**src/rtl/core/i2cm_pkg.sv**
```systemverilog
// ---------------------------------------------------------------------------
// i2cm_pkg
// Shared types, codes and helpers for the 16-bit register I2C master.
// ---------------------------------------------------------------------------
package i2cm_pkg;

    localparam int unsigned DEV_W   = 7;
    localparam int unsigned WORD_W  = 16;
    localparam int unsigned BYTE_W  = 8;
    localparam int unsigned IDX_W   = 3;

    localparam logic [DEV_W-1:0] DEV_ADDR_RST = 7'd86;

    // command codes carried on the input tuser
    localparam logic [1:0] ACT_TICK  = 2'd0;
    localparam logic [1:0] ACT_WRITE = 2'd1;
    localparam logic [1:0] ACT_READ  = 2'd2;

    // byte slot numbers in the transfer sequence
    localparam logic [IDX_W-1:0] BN_DEV_W  = 3'd0;
    localparam logic [IDX_W-1:0] BN_REG_LO = 3'd1;
    localparam logic [IDX_W-1:0] BN_REG_HI = 3'd2;
    localparam logic [IDX_W-1:0] BN_DAT_LO = 3'd3;
    localparam logic [IDX_W-1:0] BN_DAT_HI = 3'd4;
    localparam logic [IDX_W-1:0] BN_DEV_R  = 3'd5;
    localparam logic [IDX_W-1:0] BN_RD_LO  = 3'd6;
    localparam logic [IDX_W-1:0] BN_RD_HI  = 3'd7;

    localparam logic [IDX_W-1:0] BIT_MSB = 3'd7;
    localparam logic [IDX_W-1:0] BIT_LSB = 3'd0;

    // register map (word index)
    localparam logic REG_DEVICE_ADDR = 1'b0;

    typedef enum logic [20:0] {
        PH_IDLE    = 21'h000001,
        PH_START0  = 21'h000002,
        PH_START1  = 21'h000004,
        PH_START2  = 21'h000008,
        PH_START3  = 21'h000010,
        PH_WB_SDA  = 21'h000020,
        PH_WB_SCLH = 21'h000040,
        PH_WB_SCLL = 21'h000080,
        PH_WA_SDA  = 21'h000100,
        PH_WA_SCLH = 21'h000200,
        PH_WA_SCLL = 21'h000400,
        PH_RB_SET  = 21'h000800,
        PH_RB_SCLH = 21'h001000,
        PH_RB_SCLL = 21'h002000,
        PH_RA_SDA  = 21'h004000,
        PH_RA_SCLH = 21'h008000,
        PH_RA_SCLL = 21'h010000,
        PH_RA_REL  = 21'h020000,
        PH_SP_SDAL = 21'h040000,
        PH_SP_SCLH = 21'h080000,
        PH_SP_SDAH = 21'h100000
    } t_phase;

    typedef struct packed {
        t_phase              phase;
        logic [IDX_W-1:0]    byte_num;
        logic [IDX_W-1:0]    bit_num;
        logic [BYTE_W-1:0]   shift;
        logic [BYTE_W-1:0]   low_store;
        logic [WORD_W-1:0]   read_result;
        logic [WORD_W-1:0]   held_addr;
        logic [WORD_W-1:0]   held_val;
        logic                is_read;
        logic                all_acked;
        logic                scl;
        logic                sda;
    } t_state;

    typedef struct packed {
        logic [1:0]          action;
        logic [WORD_W-1:0]   reg_addr;
        logic [WORD_W-1:0]   wr_val;
        logic                sda_in;
    } t_tick;

    typedef struct packed {
        logic done;
        logic ok;
    } t_flags;

    function automatic logic [BYTE_W-1:0] byte_to_send(
        input logic [DEV_W-1:0]  dev,
        input logic [WORD_W-1:0] addr,
        input logic [WORD_W-1:0] val,
        input logic [IDX_W-1:0]  n
    );
        logic [BYTE_W-1:0] b;
        b = {dev, 1'b0};
        unique case (n)
            BN_DEV_W:  b = {dev, 1'b0};
            BN_REG_LO: b = addr[7:0];
            BN_REG_HI: b = addr[15:8];
            BN_DAT_LO: b = val[7:0];
            BN_DAT_HI: b = val[15:8];
            default:   b = {dev, 1'b1};
        endcase
        return b;
    endfunction

endpackage

```
**src/rtl/core/i2cm_step.sv**
```systemverilog
// ---------------------------------------------------------------------------
// i2cm_step
// One bus step: next sequencer state and stop flags from state and tick.
// ---------------------------------------------------------------------------
module i2cm_step (
    input  i2cm_pkg::t_state                  i_state,
    input  i2cm_pkg::t_tick                   i_tick,
    input  logic [i2cm_pkg::DEV_W-1:0]        i_dev_addr,
    output i2cm_pkg::t_state                  o_state,
    output i2cm_pkg::t_flags                  o_flags
);

    i2cm_pkg::t_state s;
    logic             w_idle;
    logic             w_cmd;

    // any non-active code behaves as idle
    always_comb begin
        w_idle = 1'b1;
        unique case (i_state.phase)
            i2cm_pkg::PH_START0, i2cm_pkg::PH_START1, i2cm_pkg::PH_START2,
            i2cm_pkg::PH_START3, i2cm_pkg::PH_WB_SDA, i2cm_pkg::PH_WB_SCLH,
            i2cm_pkg::PH_WB_SCLL, i2cm_pkg::PH_WA_SDA, i2cm_pkg::PH_WA_SCLH,
            i2cm_pkg::PH_WA_SCLL, i2cm_pkg::PH_RB_SET, i2cm_pkg::PH_RB_SCLH,
            i2cm_pkg::PH_RB_SCLL, i2cm_pkg::PH_RA_SDA, i2cm_pkg::PH_RA_SCLH,
            i2cm_pkg::PH_RA_SCLL, i2cm_pkg::PH_RA_REL, i2cm_pkg::PH_SP_SDAL,
            i2cm_pkg::PH_SP_SCLH, i2cm_pkg::PH_SP_SDAH: w_idle = 1'b0;
            default: w_idle = 1'b1;
        endcase
    end

    assign w_cmd = w_idle && (i_tick.action == i2cm_pkg::ACT_WRITE ||
                              i_tick.action == i2cm_pkg::ACT_READ);

    always_comb begin
        s       = i_state;
        o_flags = '0;
        if (w_idle) begin
            s.phase = i2cm_pkg::PH_IDLE;
        end
        if (w_cmd) begin
            s.held_addr = i_tick.reg_addr;
            s.held_val  = i_tick.wr_val;
            s.is_read   = (i_tick.action == i2cm_pkg::ACT_READ);
            s.all_acked = 1'b1;
            s.byte_num  = i2cm_pkg::BN_DEV_W;
            s.bit_num   = i2cm_pkg::BIT_MSB;
            s.phase     = i2cm_pkg::PH_START0;
        end

        unique case (s.phase)
            i2cm_pkg::PH_START0: begin
                s.sda   = 1'b1;
                s.phase = i2cm_pkg::PH_START1;
            end
            i2cm_pkg::PH_START1: begin
                s.scl   = 1'b1;
                s.phase = i2cm_pkg::PH_START2;
            end
            i2cm_pkg::PH_START2: begin
                s.sda   = 1'b0;
                s.phase = i2cm_pkg::PH_START3;
            end
            i2cm_pkg::PH_START3: begin
                s.scl     = 1'b0;
                s.shift   = i2cm_pkg::byte_to_send(i_dev_addr, s.held_addr,
                                                   s.held_val, s.byte_num);
                s.bit_num = i2cm_pkg::BIT_MSB;
                s.phase   = i2cm_pkg::PH_WB_SDA;
            end
            i2cm_pkg::PH_WB_SDA: begin
                s.sda   = s.shift[s.bit_num];
                s.phase = i2cm_pkg::PH_WB_SCLH;
            end
            i2cm_pkg::PH_WB_SCLH: begin
                s.scl   = 1'b1;
                s.phase = i2cm_pkg::PH_WB_SCLL;
            end
            i2cm_pkg::PH_WB_SCLL: begin
                s.scl = 1'b0;
                if (s.bit_num == i2cm_pkg::BIT_LSB) begin
                    s.phase = i2cm_pkg::PH_WA_SDA;
                end else begin
                    s.bit_num = s.bit_num - 3'd1;
                    s.phase   = i2cm_pkg::PH_WB_SDA;
                end
            end
            i2cm_pkg::PH_WA_SDA: begin
                s.sda   = 1'b1;
                s.phase = i2cm_pkg::PH_WA_SCLH;
            end
            i2cm_pkg::PH_WA_SCLH: begin
                s.scl = 1'b1;
                if (i_tick.sda_in) begin
                    s.all_acked = 1'b0;
                end
                s.phase = i2cm_pkg::PH_WA_SCLL;
            end
            i2cm_pkg::PH_WA_SCLL: begin
                s.scl = 1'b0;
                if (!s.all_acked) begin
                    s.phase = i2cm_pkg::PH_SP_SDAL;
                end else begin
                    unique case (s.byte_num)
                        i2cm_pkg::BN_DEV_W, i2cm_pkg::BN_REG_LO,
                        i2cm_pkg::BN_DAT_LO: begin
                            s.byte_num = s.byte_num + 3'd1;
                            s.shift    = i2cm_pkg::byte_to_send(i_dev_addr,
                                             s.held_addr, s.held_val, s.byte_num);
                            s.bit_num  = i2cm_pkg::BIT_MSB;
                            s.phase    = i2cm_pkg::PH_WB_SDA;
                        end
                        i2cm_pkg::BN_REG_HI: begin
                            s.bit_num = i2cm_pkg::BIT_MSB;
                            if (s.is_read) begin
                                // repeated start, then read address
                                s.byte_num = i2cm_pkg::BN_DEV_R;
                                s.phase    = i2cm_pkg::PH_START0;
                            end else begin
                                s.byte_num = i2cm_pkg::BN_DAT_LO;
                                s.shift    = i2cm_pkg::byte_to_send(i_dev_addr,
                                                 s.held_addr, s.held_val,
                                                 i2cm_pkg::BN_DAT_LO);
                                s.phase    = i2cm_pkg::PH_WB_SDA;
                            end
                        end
                        i2cm_pkg::BN_DEV_R: begin
                            s.byte_num = i2cm_pkg::BN_RD_LO;
                            s.shift    = '0;
                            s.bit_num  = i2cm_pkg::BIT_MSB;
                            s.phase    = i2cm_pkg::PH_RB_SET;
                        end
                        default: s.phase = i2cm_pkg::PH_SP_SDAL;
                    endcase
                end
            end
            i2cm_pkg::PH_RB_SET: begin
                s.sda   = 1'b1;
                s.phase = i2cm_pkg::PH_RB_SCLH;
            end
            i2cm_pkg::PH_RB_SCLH: begin
                s.scl                = 1'b1;
                s.shift[s.bit_num]   = s.shift[s.bit_num] | i_tick.sda_in;
                s.phase              = i2cm_pkg::PH_RB_SCLL;
            end
            i2cm_pkg::PH_RB_SCLL: begin
                s.scl = 1'b0;
                if (s.bit_num == i2cm_pkg::BIT_LSB) begin
                    s.phase = i2cm_pkg::PH_RA_SDA;
                end else begin
                    s.bit_num = s.bit_num - 3'd1;
                    s.phase   = i2cm_pkg::PH_RB_SCLH;
                end
            end
            i2cm_pkg::PH_RA_SDA: begin
                // ACK the low byte, NACK the high byte
                s.sda   = (s.byte_num == i2cm_pkg::BN_RD_LO) ? 1'b0 : 1'b1;
                s.phase = i2cm_pkg::PH_RA_SCLH;
            end
            i2cm_pkg::PH_RA_SCLH: begin
                s.scl   = 1'b1;
                s.phase = i2cm_pkg::PH_RA_SCLL;
            end
            i2cm_pkg::PH_RA_SCLL: begin
                s.scl   = 1'b0;
                s.phase = i2cm_pkg::PH_RA_REL;
            end
            i2cm_pkg::PH_RA_REL: begin
                s.sda = 1'b1;
                if (s.byte_num == i2cm_pkg::BN_RD_LO) begin
                    s.low_store = s.shift;
                    s.byte_num  = i2cm_pkg::BN_RD_HI;
                    s.shift     = '0;
                    s.bit_num   = i2cm_pkg::BIT_MSB;
                    s.phase     = i2cm_pkg::PH_RB_SET;
                end else begin
                    s.read_result = {s.shift, s.low_store};
                    s.phase       = i2cm_pkg::PH_SP_SDAL;
                end
            end
            i2cm_pkg::PH_SP_SDAL: begin
                s.sda   = 1'b0;
                s.phase = i2cm_pkg::PH_SP_SCLH;
            end
            i2cm_pkg::PH_SP_SCLH: begin
                s.scl   = 1'b1;
                s.phase = i2cm_pkg::PH_SP_SDAH;
            end
            i2cm_pkg::PH_SP_SDAH: begin
                s.sda        = 1'b1;
                o_flags.done = 1'b1;
                o_flags.ok   = s.all_acked;
                s.phase      = i2cm_pkg::PH_IDLE;
            end
            default: s.phase = i2cm_pkg::PH_IDLE;
        endcase
        o_state = s;
    end

endmodule

```
**src/rtl/core/i2c_reg16_bitbang_master.sv**
```systemverilog
// ---------------------------------------------------------------------------
// i2c_reg16_bitbang_master
// Open-drain I2C master doing one 16-bit register write or read per command,
// one bus line change per tick beat.
// ---------------------------------------------------------------------------
// Path: an accepted tick beat reaches its result beat on the output through
//   the input register, then the result register.
// Throughput: 1 tick beat per cycle while the output is not stalled; the step
//   logic and the sequencer state update both complete between the two registers.
// Reset: i_rst_n synchronous, active low. Sequencer goes idle, both lines
//   released, read value cleared, device address back to 86.
module i2c_reg16_bitbang_master (
    input  logic        i_clk,
    input  logic        i_rst_n,
    // tick beats in
    input  logic        s_axis_tvalid,
    output logic        s_axis_tready,
    input  logic [39:0] s_axis_tdata,   // [15:0] register_address,
                                        // [31:16] write_value, [32] sda_in,
                                        // [39:33] zero
    input  logic [1:0]  s_axis_tuser,   // [1:0] action
    // result beats out
    output logic        m_axis_tvalid,
    input  logic        m_axis_tready,
    output logic [23:0] m_axis_tdata,   // [0] scl_release, [1] sda_release,
                                        // [2] busy_res, [3] done_res,
                                        // [4] success, [20:5] read_value,
                                        // [23:21] zero
    // configuration
    input  logic        psel,
    input  logic        penable,
    input  logic        pwrite,
    input  logic [2:0]  paddr,
    input  logic [31:0] pwdata,
    output logic [31:0] prdata,
    output logic        pready
);

    // input register: one tick beat waiting for its step
    logic                        r_in_valid;
    i2cm_pkg::t_tick             r_in;

    // result register
    logic                        r_out_valid;
    logic [23:0]                 r_out_data;

    // sequencer state and config
    i2cm_pkg::t_state            r_state;
    i2cm_pkg::t_state            n_state;
    i2cm_pkg::t_flags            w_flags;
    logic [i2cm_pkg::DEV_W-1:0]  r_dev_addr;

    logic                        w_step;
    logic                        w_cfg_wr;

    // a step happens whenever a tick is held and the result slot frees up
    assign w_step        = r_in_valid && (!r_out_valid || m_axis_tready);
    assign s_axis_tready = !r_in_valid || w_step;

    // ---- APB ----
    assign pready   = 1'b1;
    assign w_cfg_wr = psel && penable && pwrite && (paddr[2] == i2cm_pkg::REG_DEVICE_ADDR);
    assign prdata   = (paddr[2] == i2cm_pkg::REG_DEVICE_ADDR) ?
                      {25'd0, r_dev_addr} : 32'd0;

    always_ff @(posedge i_clk) begin
        if (!i_rst_n) begin
            r_dev_addr <= i2cm_pkg::DEV_ADDR_RST;
        end else if (w_cfg_wr) begin
            r_dev_addr <= pwdata[6:0];
        end
    end

    // ---- input register ----
    always_ff @(posedge i_clk) begin
        if (!i_rst_n) begin
            r_in_valid <= 1'b0;
        end else if (s_axis_tvalid && s_axis_tready) begin
            r_in_valid <= 1'b1;
        end else if (w_step) begin
            r_in_valid <= 1'b0;
        end
    end

    always_ff @(posedge i_clk) begin
        if (s_axis_tvalid && s_axis_tready) begin
            r_in.action   <= s_axis_tuser;
            r_in.reg_addr <= s_axis_tdata[15:0];
            r_in.wr_val   <= s_axis_tdata[31:16];
            r_in.sda_in   <= s_axis_tdata[32];
        end
    end

    // ---- bus step ----
    i2cm_step u_step (
        .i_state    (r_state),
        .i_tick     (r_in),
        .i_dev_addr (r_dev_addr),
        .o_state    (n_state),
        .o_flags    (w_flags)
    );

    always_ff @(posedge i_clk) begin
        if (!i_rst_n) begin
            r_state.phase       <= i2cm_pkg::PH_IDLE;
            r_state.byte_num    <= i2cm_pkg::BN_DEV_W;
            r_state.bit_num     <= i2cm_pkg::BIT_MSB;
            r_state.shift       <= '0;
            r_state.low_store   <= '0;
            r_state.read_result <= '0;
            r_state.held_addr   <= '0;
            r_state.held_val    <= '0;
            r_state.is_read     <= 1'b0;
            r_state.all_acked   <= 1'b1;
            r_state.scl         <= 1'b1;
            r_state.sda         <= 1'b1;
        end else if (w_step) begin
            r_state <= n_state;
        end
    end

    // ---- result register ----
    always_ff @(posedge i_clk) begin
        if (!i_rst_n) begin
            r_out_valid <= 1'b0;
        end else if (w_step) begin
            r_out_valid <= 1'b1;
        end else if (m_axis_tready) begin
            r_out_valid <= 1'b0;
        end
    end

    always_ff @(posedge i_clk) begin
        if (w_step) begin
            r_out_data <= {3'd0, n_state.read_result, w_flags.ok, w_flags.done,
                           (n_state.phase != i2cm_pkg::PH_IDLE),
                           n_state.sda, n_state.scl};
        end
    end

    assign m_axis_tvalid = r_out_valid;
    assign m_axis_tdata  = r_out_data;

`ifndef ASSERT_OFF
    // a stop completes into idle
    a_done_idle: assert property (@(posedge i_clk) disable iff (!i_rst_n)
        (w_step && w_flags.done) |=> (r_state.phase == i2cm_pkg::PH_IDLE))
        else $error("done without returning to idle");

    // success is only reported with done
    a_ok_done: assert property (@(posedge i_clk) disable iff (!i_rst_n)
        (w_step && w_flags.ok) |-> w_flags.done)
        else $error("success flagged outside a stop");

    // a held tick is never dropped while the result slot is blocked
    a_in_hold: assert property (@(posedge i_clk) disable iff (!i_rst_n)
        (r_in_valid && !w_step) |=> r_in_valid)
        else $error("tick beat lost");

    // the bus is released on both lines whenever the sequencer is idle
    a_idle_rel: assert property (@(posedge i_clk) disable iff (!i_rst_n)
        (r_state.phase == i2cm_pkg::PH_IDLE) |-> (r_state.scl && r_state.sda))
        else $error("line held while idle");
`endif

endmodule

```
**config.mk**
```make
export PLATFORM = sky130hd
export DESIGN_NAME = i2c_reg16_bitbang_master
export DESIGN_NICKNAME = d
export VERILOG_FILES = /design/src/rtl/core/i2cm_pkg.sv /design/src/rtl/core/i2cm_step.sv /design/src/rtl/core/i2c_reg16_bitbang_master.sv
export SDC_FILE = /design/constraint.sdc
export NUM_CORES = 1
export LEC_CHECK = 0
export ABC_CLOCK_PERIOD_IN_PS = 6300
export BUFFER_PORTS_ARGS = -buffer_cell sky130_fd_sc_hd__buf_2
export CAP_MARGIN = 10
export CORE_AREA = 4 4 168 170
export CTS_CLUSTER_DIAMETER = 80
export DETAILED_ROUTE_END_ITERATION = 16
export DIE_AREA = 0 0 172 174
export GPL_ROUTABILITY_DRIVEN = 0
export PLACE_DENSITY = 0.5
export REMOVE_ABC_BUFFERS = 1
export SETUP_SLACK_MARGIN = 0.4
export SYNTH_ARGS = -nofsm -noshare
export SYNTH_HDL_FRONTEND = slang
export SYNTH_HIERARCHICAL = 1
export SYNTH_SLANG_ARGS = --single-unit
```
**constraint.sdc**
```tcl
create_clock -name i_clk -period 6.3 [get_ports i_clk]
set_clock_uncertainty 0.15 [all_clocks]
set_input_delay 1.26 -clock i_clk [delete_from_list [all_inputs] [get_ports i_clk]]
set_output_delay 1.26 -clock i_clk [all_outputs]
set_load 0.01 [all_outputs]
```
# Yosys cells after proc, flatten, opt, wreduce, memory -nomap -nowiden
# Cells that the tools add are included.
# totals
ff_bits,160
inputBits,84
out_inout_bits,59
word_cells,150
# op_classes
add_sub_neg,2
magnitude_cmp,2
eq_ne,57
muxes,39
bitwise,2
n_reduce_logical,27
# op_table
operator,n
case mux 21 bit (19 select lines),1
case mux 8 bit (5 select lines),2
case mux 21 bit (3 select lines),1
equality test 21 x 10 -> 1 bit (second input constant),2
equality test 21 x 11 -> 1 bit (second input constant),2
equality test 21 x 12 -> 1 bit (second input constant),2
equality test 21 x 13 -> 1 bit (second input constant),2
equality test 21 x 14 -> 1 bit (second input constant),2
equality test 21 x 15 -> 1 bit (second input constant),2
equality test 21 x 16 -> 1 bit (second input constant),2
equality test 21 x 17 -> 1 bit (second input constant),2
equality test 21 x 18 -> 1 bit (second input constant),2
equality test 21 x 19 -> 1 bit (second input constant),2
equality test 21 x 2 -> 1 bit (second input constant),2
equality test 21 x 20 -> 1 bit (second input constant),2
equality test 21 bit (second input constant),2
equality test 21 x 3 -> 1 bit (second input constant),2
equality test 21 x 4 -> 1 bit (second input constant),2
equality test 21 x 5 -> 1 bit (second input constant),2
equality test 21 x 6 -> 1 bit (second input constant),2
equality test 21 x 7 -> 1 bit (second input constant),2
equality test 21 x 8 -> 1 bit (second input constant),2
equality test 21 x 9 -> 1 bit (second input constant),2
two-way mux 21 bit,2
51 further kinds,83

# Longest topological paths before layout
# logic_depth
ltp_word,11
ltp_mapped,22
mapped_depth_nobuf,19

# Hierarchy
# The synthesis kept the hierarchy.
# by_module_without_submodules
mod,n_inst,cells_each,area_per_inst_um2,seq_area_each_um2
i2c_reg16_bitbang_master,1,570,5960.7,3763.6
i2cm_step,1,549,3323.2,0.0

# Worst setup path after synthesis
# Ideal clock, no wire load.
# synth_path
path_type,register to register
from,register r_state[91] (netlist name)
to,register r_out_data[2] (netlist: m_axis_tdata[2]) (data pin)
setup_ns,0.271
arrival_time_ns,3.935
required_ns,5.879
path_slack_ns,1.944
stages_incl_launch_ff,19
path_buffers,4
period_less_slack_ns,4.356
path_cell_list,dfxtp_1 buf_6 or4_4 nor4_4 a2bb2o_1 nor4_1 nand2_1 buf_2 buf_1 nand2_1 ha_1 clkbuf_1 o21ai_0 nor2_1 nand2_1 nor2b_1 or4b_1 nor3_1 nand4_1
# synth_rtl
element,line,source
"start, declared",i2c_reg16_bitbang_master.sv:48,i2cm_pkg::t_state r_state;
"start signal, assigned",i2c_reg16_bitbang_master.sv:118,r_state <= n_state;
"end signal, assigned",i2c_reg16_bitbang_master.sv:135,"r_out_data <= {3'd0, n_state.read_result, w_flags.ok, w_flags.done,"
"end, declared",i2c_reg16_bitbang_master.sv:45,logic [23:0] r_out_data;

==> metrics.cfg <==
[global_route]
track_usage_pct = 18.7
grt_pass1_vias = 7959
antenna_found_initial = 0
grt_overflow = 0
grt_first_pass_wirelength_um = 45300
grt_max_degree = 98

[place]
place_worst_setup_slack_ns = 1.47
dp_hpwl_um = 18200
post_dp_cell_area_um2 = 9640
dp.cells = 1456
io_buffer_count = 79

[synth]
synth_sequential_area_ratio_pct = 40.5
synth_edf_count = 56
synth_seq_cells = 160
avgSynthCellArea_um2 = 8.30
yosys_warnings = 6
synth_mux_area_share_pct = 6.90
postSynthCellCount = 1119
yosys.area_share.simple_pct = 23.4
synthAdderAreaFrac_pct = 0.943
synth-xor-area-share_pct = 0.377
ys.flop_type = dfxtp_1
syn_area_um2 = 9280
synth_top_family_by_area = simple AND/OR/NAND/NOR gates
synth.distinct_cells = 79
synth-compound-area-share_pct = 19.9
async_flop_share_pct = 0

[power]
powerDensity_nw_per_um2 = 239
vdd_ir_drop_max_mv = 0.159
p_leak_nw = 3.79

[route]
drc = 0
firstDrtPassIters = 5
ant_nets = 0
dr.first_iter.drc_count = 714
wl_met3_um = 1750
wl_um = 28300
num_vias = 8475
viasPerCell = 5.70
top_layer_used = met4
wl_met1_um = 13400
wl_per_cell_um = 19.0
wl_met2_um = 12700

[clocking]
cts_buffers = 17
htree_levels = 4
clk_pin_slew_ns = 0.07
clk_latency_ns = 0.43
clockBufferDepth = 2
post_cts_resized = 0
root_buffer = clkbuf_16
postCtsSetupBuffers = 0
hold_buffers = 0
cts_tree = done
clock_sinks = 160

[floorplanning]
coreArea_um2 = 26700
pin_count = 143
die_y_um = 174
initial_core_util_pct = 34.7
chipWidth_um = 172
die-area_um2 = 29900
rows = 60

[sta]
worst_slack_ns = 1.36
hold_viol = 0
fin_tns_setup_ns = 0
min_period_ns = 4.94
worstMarginPinSlew_ns = 1.13
rsz0062_at_grt = false
period_share_pct = 78.4
slew_violations = 0
max_freq_mhz = 202
setup_viol = 0
slew_headroom_pct = 24.5

[job]
cap_violations = 0

[cells_and_area]
mostFrequentLayoutCells = nand2_1, a21oi_1, nand3_1
layoutNonFillerInstCount = 1488
n_antenna_cell = 0
drive_gt1_share_pct = 15.3
area_growth_pct = 10.6
n_fill_cell = 2774
stdcell_area_um2 = 10300
nets = 1225
final_common_cell = nand2_1

[min_path]
hold_class = flop to flop

[setup_path]
path_class = flop to flop
endpoint_kind = flop
cp.required_ns = 6.42
crit_fanout = 11
worstSetupStartpointType = flop
critPathArrivalTime_ns = 5.06

[outcome]
outcome = complete, no violations

-- state kept, by name, summed over array words and instances (netlist names) --
| register | cells |
|---|---|
| r_state | 95 |
| r_in | 35 |
| m_axis_tdata | 21 |
| r_dev_addr | 7 |
| m_axis_tvalid | 1 |
| r_in_valid | 1 |
-- synth_stat cells, types with 21 or more instances --
| cell | count | area share, % |
|---|---|---|
| dfxtp_1 | 104 | 22 |
| mux2i_1 | 25 | 2.7 |
| buf_2 | 33 | 1.8 |
| nand3_1 | 115 | 6.2 |
| nor2_1 | 59 | 2.4 |
| nand2_1 | 128 | 5.2 |
| o21ai_0 | 112 | 6.0 |
| buf_4 | 33 | 2.7 |
| a21oi_1 | 125 | 6.7 |
| o21ai_1 | 21 | 1.1 |
| clkbuf_1 | 42 | 1.7 |
| mux2_2 | 28 | 3.4 |
| edfxtp_1 | 56 | 18 |
-- worst max-delay path, stage by stage, from the launching register on --
cell	delay, ns
dfxtp_1	0.40
nor4_2	0.65
nand4_2	0.37
a211oi_1	0.41
a311oi_1	0.16
nand2_1	0.23
nand3_1	0.14
inv_1	0.17
ha_1	0.40
o21a_1	0.27
o32a_1	0.16
o41ai_1	0.09
buf_4	0.20
o21ai_0	0.14
o21ai_0	0.10
a21oi_1	0.14
nand3_1	0.09
or3_1	0.35
nand3_1	0.07
a21oi_1	0.08
-- kinds of logic (layout without fill, tap and decap cells) --
group / after synthesis / count (layout)
buffers and inverters: 137 / 138
and+or+nand+nor: 425 / 425
xor gates and xnor gates: 4 / 4
other: 2 / 29
AOI/OAI and AO/OA: 326 / 326
adders and majority gates: 7 / 7
DFF: 160 / 160
muxes: 58 / 58
-- layout make-up --
class                   instances  area, um2  area share [%]
clock inverters                 9        120            1.17
multi-input cells             849       4910            47.9
clock buffers                  23        500            4.88
flip-flops and latches        160       3770            36.7
repair buffers                 89        470            4.58
well taps                     341        427            4.16
inverters                      17       66.3           0.646
-- stage by stage --
stage               util [%]  hold slack (ns)  total power, W
floorplan                  -            0.300         0.00128
global placement        36.1            0.306         0.00136
detailed placement      36.1            0.314         0.00137
CTS                     38.4            0.325         0.00247
global route            38.4            0.340         0.00255
finish                  38.4            0.322         0.00245
-- worst paths after layout --
kind	from	endpoint	slack [ns]	depth (start not counted)
worst min-delay path	r_state[38]	r_state[38]	0.32	2
worst min register to register	r_state[38]	r_state[38]	0.32	2
worst max register to register	r_state[86]	r_state[67]	1.36	19
worst max-delay path	r_state[86]	r_state[67]	1.36	19
-- report_power, final --
| part | switching, W | internal (W) | total (W) |
|---|---|---|---|
| logic | 0.000148 | 0.0000641 | 0.000212 |
| registers | 0.0000298 | 0.00110 | 0.00113 |
| clock network | 0.000463 | 0.000649 | 0.00111 |
| total | 0.000641 | 0.00181 | 0.00245 |
-- per-layer routing --
metal | track usage [%] | up-vias
met5 | 0 | -
met4 | 4.62 | 0
met3 | 3.02 | 30
met2 | 28.7 | 312
met1 | 27.5 | 4067
li1 | - | 4066
Power figures use the tool's default switching activity.
